==> src/design/lsc_pkg.sv <==
package lsc_pkg;

  localparam int COORD_BITS       = 24;
  localparam int DEF_HALF_WINDOW  = 5;
  localparam int DEF_MAX_POINTS   = 524288;

  localparam int FRAC_BITS        = 16;
  localparam int QUOT_BITS        = 32;
  localparam int INDEX_BITS       = 19;

  localparam int IN_DATA_W        = 3 * COORD_BITS;
  localparam int IN_USER_W        = 2;
  localparam int OUT_DATA_W       = 56;
  localparam int OUT_PAD_W        = OUT_DATA_W - QUOT_BITS - INDEX_BITS;

  // input tuser bit positions
  localparam int TU_POINT_VALID   = 0;
  localparam int TU_CLOUD_START   = 1;

  typedef logic signed [COORD_BITS-1:0] coord_t;

  // x sits in the low bits, as on tdata
  typedef struct packed {
    coord_t z;
    coord_t y;
    coord_t x;
  } point_t;

endpackage

==> src/design/lsc_div.sv <==
module lsc_div
  import lsc_pkg::*;
#(
  parameter int NUM_W = 58,
  parameter int DEN_W = 48
) (
  input  logic                 clk,
  input  logic                 rst,
  input  logic                 start,
  input  logic [NUM_W-1:0]     num,
  input  logic [DEN_W-1:0]     den,
  output logic                 done,
  output logic [QUOT_BITS-1:0] quot
);

  localparam int HI_W  = NUM_W - FRAC_BITS;
  localparam int REM_W = ((HI_W > DEN_W) ? HI_W : DEN_W) + 1;
  localparam int CNT_W = $clog2(QUOT_BITS);

  logic [REM_W-1:0]     rem;
  logic [QUOT_BITS-1:0] qsh;
  logic [CNT_W-1:0]     cnt;
  logic                 busy;

  logic [REM_W-1:0] rem_init;
  logic [REM_W-1:0] den_ext;
  logic [REM_W-1:0] trial;
  logic             init_sat;
  logic             trial_ge;

  assign rem_init = REM_W'(num[NUM_W-1:FRAC_BITS]);
  assign den_ext  = REM_W'(den);
  // quotient would not fit in 32 bits (also catches a zero divisor)
  assign init_sat = rem_init >= den_ext;
  assign trial    = {rem[REM_W-2:0], qsh[QUOT_BITS-1]};
  assign trial_ge = trial >= den_ext;
  assign quot     = qsh;

  always_ff @(posedge clk) begin
    if (rst) begin
      busy <= 1'b0;
      done <= 1'b0;
      cnt  <= '0;
    end else begin
      done <= 1'b0;
      if (start) begin
        cnt <= '0;
        if (init_sat) begin
          done <= 1'b1;
        end else begin
          busy <= 1'b1;
        end
      end else if (busy) begin
        cnt <= cnt + 1'b1;
        if (cnt == CNT_W'(QUOT_BITS - 1)) begin
          busy <= 1'b0;
          done <= 1'b1;
        end
      end
    end
  end

  // restoring division, one quotient bit a cycle; dividend low bits shift out
  // of qsh as quotient bits shift in
  always_ff @(posedge clk) begin
    if (start) begin
      if (init_sat) begin
        qsh <= '1;
      end else begin
        rem <= rem_init;
        qsh <= {num[FRAC_BITS-1:0], {(QUOT_BITS-FRAC_BITS){1'b0}}};
      end
    end else if (busy) begin
      rem <= trial_ge ? (trial - den_ext) : trial;
      qsh <= {qsh[QUOT_BITS-2:0], trial_ge};
    end
  end

endmodule

==> src/design/lidar_scan_curvature.sv <==
// Local curvature of a lidar point stream. Points with point_valid low are
// dropped; cloud_start clears the window and the point index before its own
// beat is handled. Once 2*HALF_WINDOW+1 valid points are held, each further
// valid point yields one result for the window centre: the squared norm of
// (sum of neighbours - 2*HALF_WINDOW*centre) over the centre's squared range,
// unsigned Q16.16 saturating at all ones, with zero_range set (and curvature
// all ones) when the centre sits at the origin. Valid points past MAX_POINTS
// in one cloud are ignored. A beat that produces no result leaves tready high.
// A beat that produces a result holds tready low through the stencil pass over
// the window, the squares on the shared squaring multiplier, the one-bit-per-cycle
// divider (cut short when the quotient saturates or the range is zero) and the
// load of the output register, plus any time the previous result still waits
// for m_axis_tready. The result sits in an output register, so the next point
// is taken while it waits for tready.
module lidar_scan_curvature
  import lsc_pkg::*;
#(
  parameter int HALF_WINDOW = DEF_HALF_WINDOW,
  parameter int MAX_POINTS  = DEF_MAX_POINTS
) (
  input  logic                  clk,
  input  logic                  rst,
  input  logic                  s_axis_tvalid,
  output logic                  s_axis_tready,
  input  logic [IN_DATA_W-1:0]  s_axis_tdata,   // x_coord, y_coord, z_coord
  input  logic [IN_USER_W-1:0]  s_axis_tuser,   // point_valid, cloud_start
  output logic                  m_axis_tvalid,
  input  logic                  m_axis_tready,
  output logic [OUT_DATA_W-1:0] m_axis_tdata,   // curvature, center_index, zeros
  output logic [0:0]            m_axis_tuser    // zero_range
);

  localparam int WIN_LEN = 2 * HALF_WINDOW + 1;
  localparam int IW      = $clog2(WIN_LEN);
  localparam int STW     = (IW > 3) ? IW : 3;
  localparam int FW      = $clog2(WIN_LEN + 1);
  localparam int CW      = $clog2(MAX_POINTS + 1);
  localparam int SW      = COORD_BITS + $clog2(2 * HALF_WINDOW) + 1;
  localparam int NW      = 2 * SW;
  localparam int RW      = 2 * COORD_BITS;
  localparam int SQ_LAST = 7;

  localparam logic [2:0] ST_IDLE    = 3'd0;
  localparam logic [2:0] ST_STENCIL = 3'd1;
  localparam logic [2:0] ST_SQUARE  = 3'd2;
  localparam logic [2:0] ST_DIVIDE  = 3'd3;
  localparam logic [2:0] ST_EMIT    = 3'd4;

  function automatic logic signed [SW-1:0] sext(input coord_t v);
    return {{(SW-COORD_BITS){v[COORD_BITS-1]}}, v};
  endfunction

  logic [2:0]            state;
  logic [STW-1:0]        step;
  logic [FW-1:0]         fill;
  logic [CW-1:0]         count;
  point_t                window [WIN_LEN];
  logic [INDEX_BITS-1:0] cidx;
  logic signed [SW-1:0]  acc_x, acc_y, acc_z;
  logic [NW-1:0]         prod;
  logic [NW-1:0]         num;
  logic [RW-1:0]         r2;

  logic [QUOT_BITS-1:0]  out_curv;
  logic [INDEX_BITS-1:0] out_idx;
  logic                  out_zero;

  logic                  in_acc;
  point_t                in_pt;
  logic                  pt_valid;
  logic                  pt_start;
  logic [FW-1:0]         fill_base;
  logic [FW-1:0]         fill_inc;
  logic [CW-1:0]         count_base;
  logic [CW-1:0]         cdiff;
  logic                  take;
  logic                  fire;
  point_t                win_rd;
  point_t                ctr;
  logic signed [SW-1:0]  sq_op;
  logic [SW-2:0]         sq_mag;
  logic                  div_start;
  logic                  div_done;
  logic [QUOT_BITS-1:0]  div_quot;
  logic                  out_load;

  assign s_axis_tready = (state == ST_IDLE);
  assign in_acc        = s_axis_tvalid && s_axis_tready;
  assign in_pt         = point_t'(s_axis_tdata);
  assign pt_valid      = s_axis_tuser[TU_POINT_VALID];
  assign pt_start      = s_axis_tuser[TU_CLOUD_START];

  assign fill_base  = pt_start ? '0 : fill;
  assign count_base = pt_start ? '0 : count;
  assign fill_inc   = fill_base + FW'(fill_base < FW'(WIN_LEN));
  assign take       = pt_valid && (count_base < CW'(MAX_POINTS));
  assign fire       = in_acc && take && (fill_inc == FW'(WIN_LEN));
  assign cdiff      = count_base - CW'(HALF_WINDOW);

  assign win_rd = window[step[IW-1:0]];
  assign ctr    = window[HALF_WINDOW];

  always_comb begin
    case (step)
      STW'(0): sq_op = acc_x;
      STW'(1): sq_op = acc_y;
      STW'(2): sq_op = acc_z;
      STW'(3): sq_op = sext(ctr.x);
      STW'(4): sq_op = sext(ctr.y);
      STW'(5): sq_op = sext(ctr.z);
      default: sq_op = '0;
    endcase
  end

  // magnitude fits one bit less: the stencil never reaches the negative limit
  assign sq_mag    = sq_op[SW-1] ? (SW-1)'(-sq_op) : sq_op[SW-2:0];
  assign div_start = (state == ST_SQUARE) && (step == STW'(SQ_LAST));
  assign out_load  = (state == ST_EMIT) && (!m_axis_tvalid || m_axis_tready);

  always_ff @(posedge clk) begin
    if (rst) begin
      state         <= ST_IDLE;
      step          <= '0;
      fill          <= '0;
      count         <= '0;
      m_axis_tvalid <= 1'b0;
    end else begin
      case (state)
        ST_IDLE: begin
          if (in_acc) begin
            fill  <= take ? fill_inc : fill_base;
            count <= take ? (count_base + 1'b1) : count_base;
            if (fire) begin
              state <= ST_STENCIL;
              step  <= '0;
            end
          end
        end
        ST_STENCIL: begin
          if (step == STW'(WIN_LEN - 1)) begin
            state <= ST_SQUARE;
            step  <= '0;
          end else begin
            step <= step + 1'b1;
          end
        end
        ST_SQUARE: begin
          if (step == STW'(SQ_LAST)) begin
            state <= ST_DIVIDE;
          end else begin
            step <= step + 1'b1;
          end
        end
        ST_DIVIDE: begin
          if (div_done) begin
            state <= ST_EMIT;
          end
        end
        ST_EMIT: begin
          if (out_load) begin
            state <= ST_IDLE;
          end
        end
        default: begin
          state <= ST_IDLE;
        end
      endcase

      if (out_load) begin
        m_axis_tvalid <= 1'b1;
      end else if (m_axis_tready) begin
        m_axis_tvalid <= 1'b0;
      end
    end
  end

  always_ff @(posedge clk) begin
    if (in_acc && take) begin
      for (int i = 0; i < WIN_LEN - 1; i++) begin
        window[i] <= window[i+1];
      end
      window[WIN_LEN-1] <= in_pt;
    end

    if (fire) begin
      cidx  <= INDEX_BITS'(cdiff);
      acc_x <= '0;
      acc_y <= '0;
      acc_z <= '0;
      num   <= '0;
      r2    <= '0;
    end

    // sum of (neighbour - centre); the centre term itself adds zero
    if (state == ST_STENCIL) begin
      acc_x <= acc_x + (sext(win_rd.x) - sext(ctr.x));
      acc_y <= acc_y + (sext(win_rd.y) - sext(ctr.y));
      acc_z <= acc_z + (sext(win_rd.z) - sext(ctr.z));
    end

    // product registered one step, accumulated the next
    if (state == ST_SQUARE) begin
      prod <= NW'(sq_mag) * NW'(sq_mag);
      if (step >= STW'(1) && step <= STW'(3)) begin
        num <= num + prod;
      end else if (step >= STW'(4) && step <= STW'(6)) begin
        r2 <= r2 + prod[RW-1:0];
      end
    end

    if (out_load) begin
      out_curv <= div_quot;
      out_idx  <= cidx;
      out_zero <= (r2 == '0);
    end
  end

  lsc_div #(
    .NUM_W (NW),
    .DEN_W (RW)
  ) u_div (
    .clk   (clk),
    .rst   (rst),
    .start (div_start),
    .num   (num),
    .den   (r2),
    .done  (div_done),
    .quot  (div_quot)
  );

  assign m_axis_tdata = {{OUT_PAD_W{1'b0}}, out_idx, out_curv};
  assign m_axis_tuser = out_zero;

endmodule

==> config.mk <==
export PLATFORM = sky130hd
export DESIGN_NAME = lidar_scan_curvature
export DESIGN_NICKNAME = d
export VERILOG_FILES = /design/src/design/lsc_pkg.sv /design/src/design/lsc_div.sv /design/src/design/lidar_scan_curvature.sv
export SDC_FILE = /design/constraint.sdc
export NUM_CORES = 2
export LEC_CHECK = 0
export BUFFER_PORTS_ARGS = -buffer_cell sky130_fd_sc_hd__buf_2
export CAP_MARGIN = 20
export CELL_PAD_IN_SITES_DETAIL_PLACEMENT = 1
export CELL_PAD_IN_SITES_GLOBAL_PLACEMENT = 1
export CORE_MARGIN = 2
export CORE_UTILIZATION = 53
export DETAILED_ROUTE_END_ITERATION = 16
export GPL_TIMING_DRIVEN = 1
export PLACE_DENSITY_LB_ADDON = 0.05
export SLEW_MARGIN = 0
export SYNTH_ARGS = -nofsm -noshare
export SYNTH_HDL_FRONTEND = slang
export SYNTH_SLANG_ARGS = --single-unit
export TNS_END_PERCENT = 50
==> constraint.sdc <==
create_clock -name clk -period 67 [get_ports clk]
set_clock_uncertainty 0.1 [all_clocks]
set_input_delay 16.75 -clock clk [delete_from_list [all_inputs] [get_ports clk]]
set_output_delay 16.75 -clock clk [all_outputs]
set_load 0.005 [all_outputs]
**Word level (Yosys, flattened, before mapping)**

Memories as Yosys holds them, arrays and structs flattened. A register that Yosys moved wholly into a read port is not among the register bits.
Cells that the tools add are included.

- RAM bits: 792
- Memories: 1
- Output and inout port bits: 59
- Input port bits: 78
- Word-level logic and storage cells: 138
- Flip-flop bits (word level): 439

- Add/sub/neg operators: 15
- $mul: 1
- Eq/ne operators: 21
- Order comparisons: 8
- Mux-type cells: 50
- Reductions and logical operators: 22

Memories:

| name | words | bits a word | read ports | clocked after memory_dff | write ports | line | RTL |
|---|---|---|---|---|---|---|---|
| window | 11 | 72 | 11 | 1 | 11 | lidar_scan_curvature.sv:57 | `point_t window [WIN_LEN];` |

Operators by type and width:

| kind | count |
|---|---|
| two-way mux 48 bit | 8 |
| two-way mux 58 bit | 3 |
| case mux 29 bit (6 select lines) | 1 |
| two-way mux 29 bit | 4 |
| two-way mux 32 bit | 3 |
| adder 29 x 25 -> 29 bit | 3 |
| subtractor 24 x 24 -> 25 bit | 3 |
| adder 58 x 56 -> 58 bit | 1 |
| multiplier 28 x 28 -> 56 bit | 1 |
| >= comparator 49 x 48 -> 1 bit | 1 |
| adder 48 bit | 1 |
| >= comparator 42 x 48 -> 1 bit | 1 |
| logical NOT 48 bit | 1 |
| subtractor 48 bit | 1 |
| two-way mux 20 bit | 2 |
| two-way mux 4 bit | 8 |
| two-way mux 28 bit | 1 |
| negation 28 bit | 1 |
| adder 20 x 1 -> 20 bit (second input constant) | 1 |
| < comparator 20 bit (second input constant) | 1 |
| subtractor 19 x 3 -> 19 bit (second input constant) | 1 |
| two-way mux 3 bit | 6 |
| case mux 3 bit (5 select lines) | 1 |
| == test 4 x 3 -> 1 bit (second input constant) | 3 |
| 30 further kinds | 60 |

**Longest topological paths before layout**

- Depth in word-level cells: 10
- Gate-level depth with buffers: 45
- Mapped depth without buffers: 38

**Hierarchy**

From an unflattened synthesis, not the netlist that was laid out.

- Cells, all modules: 7778
- Area, all modules: 86210.2 µm²

Modules (own cells, without submodules):

| module | area each (µm²) | seq. area each (µm²) | instances | cells each |
|---|---|---|---|---|
| lidar_scan_curvature | 78207.5 | 33021.7 | 1 | 6871 |
| lsc_div | 8002.7 | 2542.4 | 1 | 907 |

**Worst setup path before layout**

Ideal clock, no wire load.

- Path kind: input -> register
- Start: input port s_axis_tvalid
- End: register acc_x[0] (enable)
- Required time: 66440 ps
- Setup time: 460 ps
- Setup slack: 10649 ps
- Data arrival time: 55790 ps
- Buffers on the path: 1
- Stages: 6
- Path through: or4b_2 -> nor2_1 -> nand2_1 -> nor4b_1 -> clkbuf_1 -> nand2b_1

- Cells in the longest elaborated chain, start to end: 4

Ends and longest elaborated chain:

| item | line | RTL |
|---|---|---|
| start: declaration | lidar_scan_curvature.sv:23 | `input logic s_axis_tvalid,` |
| logical AND 1 bit | lidar_scan_curvature.sv:88 | `assign in_acc = s_axis_tvalid && s_axis_tready;` |
| logical AND 1 bit (2 in series) | lidar_scan_curvature.sv:97 | `assign fire = in_acc && take && (fill_inc == FW'(WIN_LEN));` |
| nonzero test 2 bit (no source line) | -- |  |
| end signal: assignment | lidar_scan_curvature.sv:196 | `acc_x <= acc_x + (sext(win_rd.x) - sext(ctr.x));` |
| end: declaration | lidar_scan_curvature.sv:59 | `logic signed [SW-1:0] acc_x, acc_y, acc_z;` |

Every way passes these cells.
A chain may end at the register's enable or synchronous reset.

==> results.py <==
metrics = {
    "outcome": {
        "status": "finished clean",
    },
    "logic_synthesis": {
        "yosysWarnings": 0,
        "netlist_instances": 7868,
        "synthArstFlopShare": 0,
        "synth-seq-area-share": 0.411,
        "ys_ff_latch": 1234,
        "postSynthAreaPerCell_um2": 11.0,
        "synth_edf_count": 1085,
        "synth_cell_type_count": 92,
        "netlist_area_mm2": 0.0865,
        "synth_flop_cell": "edfxtp_1",
    },
    "die": {
        "core_area_mm2": 0.162,
        "die_w_um": 408,
        "io_pins": 137,
        "die_area_mm2": 0.167,
        "start_util": 0.533,
        "die_h_um": 408,
        "num_rows": 148,
    },
    "power_and_ir_drop": {
        "leakage_nw": 40.4,
        "powerDensity_mw_per_mm2": 18.8,
        "peakVddDrop_mv": 0.0288,
    },
    "clock_tree": {
        "cts-hold-fix-buffers": 0,
        "cts_made_buffers": 138,
        "cts_buffer_depth": 3,
        "cts.sinks": 1234,
        "clock_latency_ns": 0.81,
        "post_cts_buffers": 0,
        "clk_pin_slew_ns": 0.06,
        "clockRootBuffer": "clkbuf_16",
        "htree_num_levels": 4,
        "cts_resized": 0,
        "cts_tree": "yes",
    },
    "placement": {
        "hpwlAfterDp_um": 191000,
        "port_buffers": 131,
        "gp_congestion": 0.920,
        "dp_slack_ns": 44.55,
        "post_dp_cell_area_mm2": 0.0896,
        "dp_cells": 9931,
    },
    "sta": {
        "min_period_over_period": 0.322,
        "max_freq_ghz": 0.0463,
        "fin_tns_setup_ns": 0,
        "tightest_slew_ns": 1.14,
        "drv_slew": 0,
        "setup_violations": 0,
        "setup_slack_ns": 45.42,
        "fin_crit_ns": 21.58,
        "rsz0062_at_grt": "no",
        "max_slew_margin": 0.232,
        "hold_viol": 0,
    },
    "setup_path": {
        "arrival_ns": 21.88,
        "cp_common_cell": "buf_4",
        "crit_family": "buffers and inverters",
        "endpoint_kind": "flop",
        "path_cells": "buf_2 -> or4b_2 -> nor2_4 -> buf_4 -> buf_4 -> buf_4 -> buf_4",
        "cp_max_fo": 87,
        "crit_required_ns": 67.30,
        "cp-start-kind": "primary input",
        "slowest_stage": "buf_4",
        "cpPeakStageDelay_ns": 0.95,
        "critPathKind": "primary input to flop",
        "cp_num_buf_inv": 5,
    },
    "routing": {
        "first_iter_violations": 5013,
        "antenna_left": 0,
        "viasPerCell": 6.00,
        "routed_wirelength_um": 260000,
        "routedWlPerCell_um": 25.5,
        "drc": 0,
        "via_count": 61100,
        "firstDrtPassIters": 8,
    },
    "final_layout": {
        "fin_util": 0.581,
        "multi_input_area_mm2": 0.0453,
        "final_cell_mix": "inv_1, edfxtp_1, fa_1",
        "synthToLayoutAreaGrowth_pct": 8.95,
        "nets": 9172,
        "drive_above_1_share": 0.0813,
        "n_fill_cell": 17100,
        "final_common_cell": "inv_1",
        "seq_area_mm2": 0.0356,
        "stdcell_count": 10200,
        "final_area_mm2": 0.0943,
    },
    "hold_path": {
        "hp-class": "flop to flop",
    },
    "grt": {
        "antenna_found_initial": 12,
        "grt_max_degree": 91,
        "track_usage": 0.314,
        "grt_pass1_wl_um": 401000,
        "overflow": 0,
        "grt_pass1_vias": 65400,
    },
    "job": {
        "maxCapViolCount": 0,
    },
}
-- synth_stat cells, types with 53 or more instances --
cell      number  area share
a21o_1       204       0.018
a21oi_1      437       0.025
a31oi_1       68      0.0049
clkbuf_1     251       0.011
dfxtp_1      149       0.034
edfxtp_1    1085        0.38
fa_1         692        0.16
ha_1         503       0.073
inv_1       1220       0.053
mux2i_1      162       0.019
mux4_2       144       0.037
nand2_1      668       0.029
nand2b_1      53      0.0038
nand3_1      135      0.0078
nand4_1       68      0.0049
nor2_1       546       0.024
nor3_1        80      0.0046
o21ai_0      327       0.019
o22ai_1       60      0.0043
xnor2_1      177       0.018
xor2_1       133       0.013
-- state kept, by name, indices dropped and copies added (netlist names), 3 cells and up, named ones only --
| name | flops |
|---|---|
| u_div.quot | 32 |
| cidx | 19 |
| r2 | 48 |
| state | 3 |
| acc_z | 29 |
| acc_y | 29 |
| out_curv | 32 |
| window | 792 |
| count | 20 |
| u_div.cnt | 5 |
| num | 58 |
| out_idx | 19 |
| step | 4 |
| prod | 55 |
| u_div.rem | 48 |
| acc_x | 29 |
| fill | 4 |
-- cell families (layout without fill, tap and decap cells) --
family,after synthesis,after routing,share of synthesized area
multiplexers,309,309,0.0566
XOR/XNOR,312,312,0.0317
AND/OR/NAND/NOR,1766,1766,0.0910
AO/OA/AOI/OAI,1484,1484,0.108
buffers and inverters,1567,1703,0.0688
other,1,6,0.0000433
adder cells (fa/ha/maj),1195,1195,0.233
flip-flops,1234,1234,0.411
-- cell type report --
cell class                      count  share of cell area
Antenna cell                        1           0.0000265
Clock buffer                      169              0.0390
Clock inverter                     80              0.0107
Inverter                         1230              0.0490
Multi-Input combinational cell   5071               0.480
Sequential cell                  1234               0.377
Tap cell                         2175              0.0289
Timing Repair Buffer              224              0.0149
-- stage by stage --
stage	power, mW	hold slack, ns
global placement	0.994	0.310
detailed placement	1.00	0.307
global route	1.82	0.321
floorplan	0.990	0.300
finish	1.77	0.316
CTS	1.78	0.317
-- worst reg2reg max path: cells and delay by family (launching register included) --
kind | cells | cell delay, ns
and+or+nand+nor | 10 | 3.24
AOI/OAI and AO/OA | 6 | 2.43
DFF | 1 | 0.45
buffers and inverters | 10 | 2.08
adders and majority gates | 9 | 4.22
xor gates and xnor gates | 1 | 0.16
-- metal layers --
metal | GRT usage | part of all wire
met1 | 0.458 | 0.45
met2 | 0.495 | 0.46
met3 | 0.0472 | 0.067
met4 | 0.0801 | 0.024
met5 | 0 | 0.00015
-- report_power, final --
group | leakage, nW | switching [mW] | internal [mW]
logic | 26.6 | 0.0662 | 0.0430
clock network | 2.25 | 0.334 | 0.447
registers | 11.5 | 0.0205 | 0.858
-- worst paths after layout --
| path | cells past startpoint | from | slack (ns) | endpoint |
|---|---|---|---|---|
| setup / recovery | 7 | s_axis_tvalid | 45.42 | window[6][65] |
| hold / removal | 0 | window[1][47] | 0.32 | window[0][47] |
| setup reg to reg | 36 | step[0] | 54.08 | prod[50] |
| hold reg to reg | 0 | window[1][47] | 0.32 | window[0][47] |
Note: power is estimated with default switching activity, not from simulation.
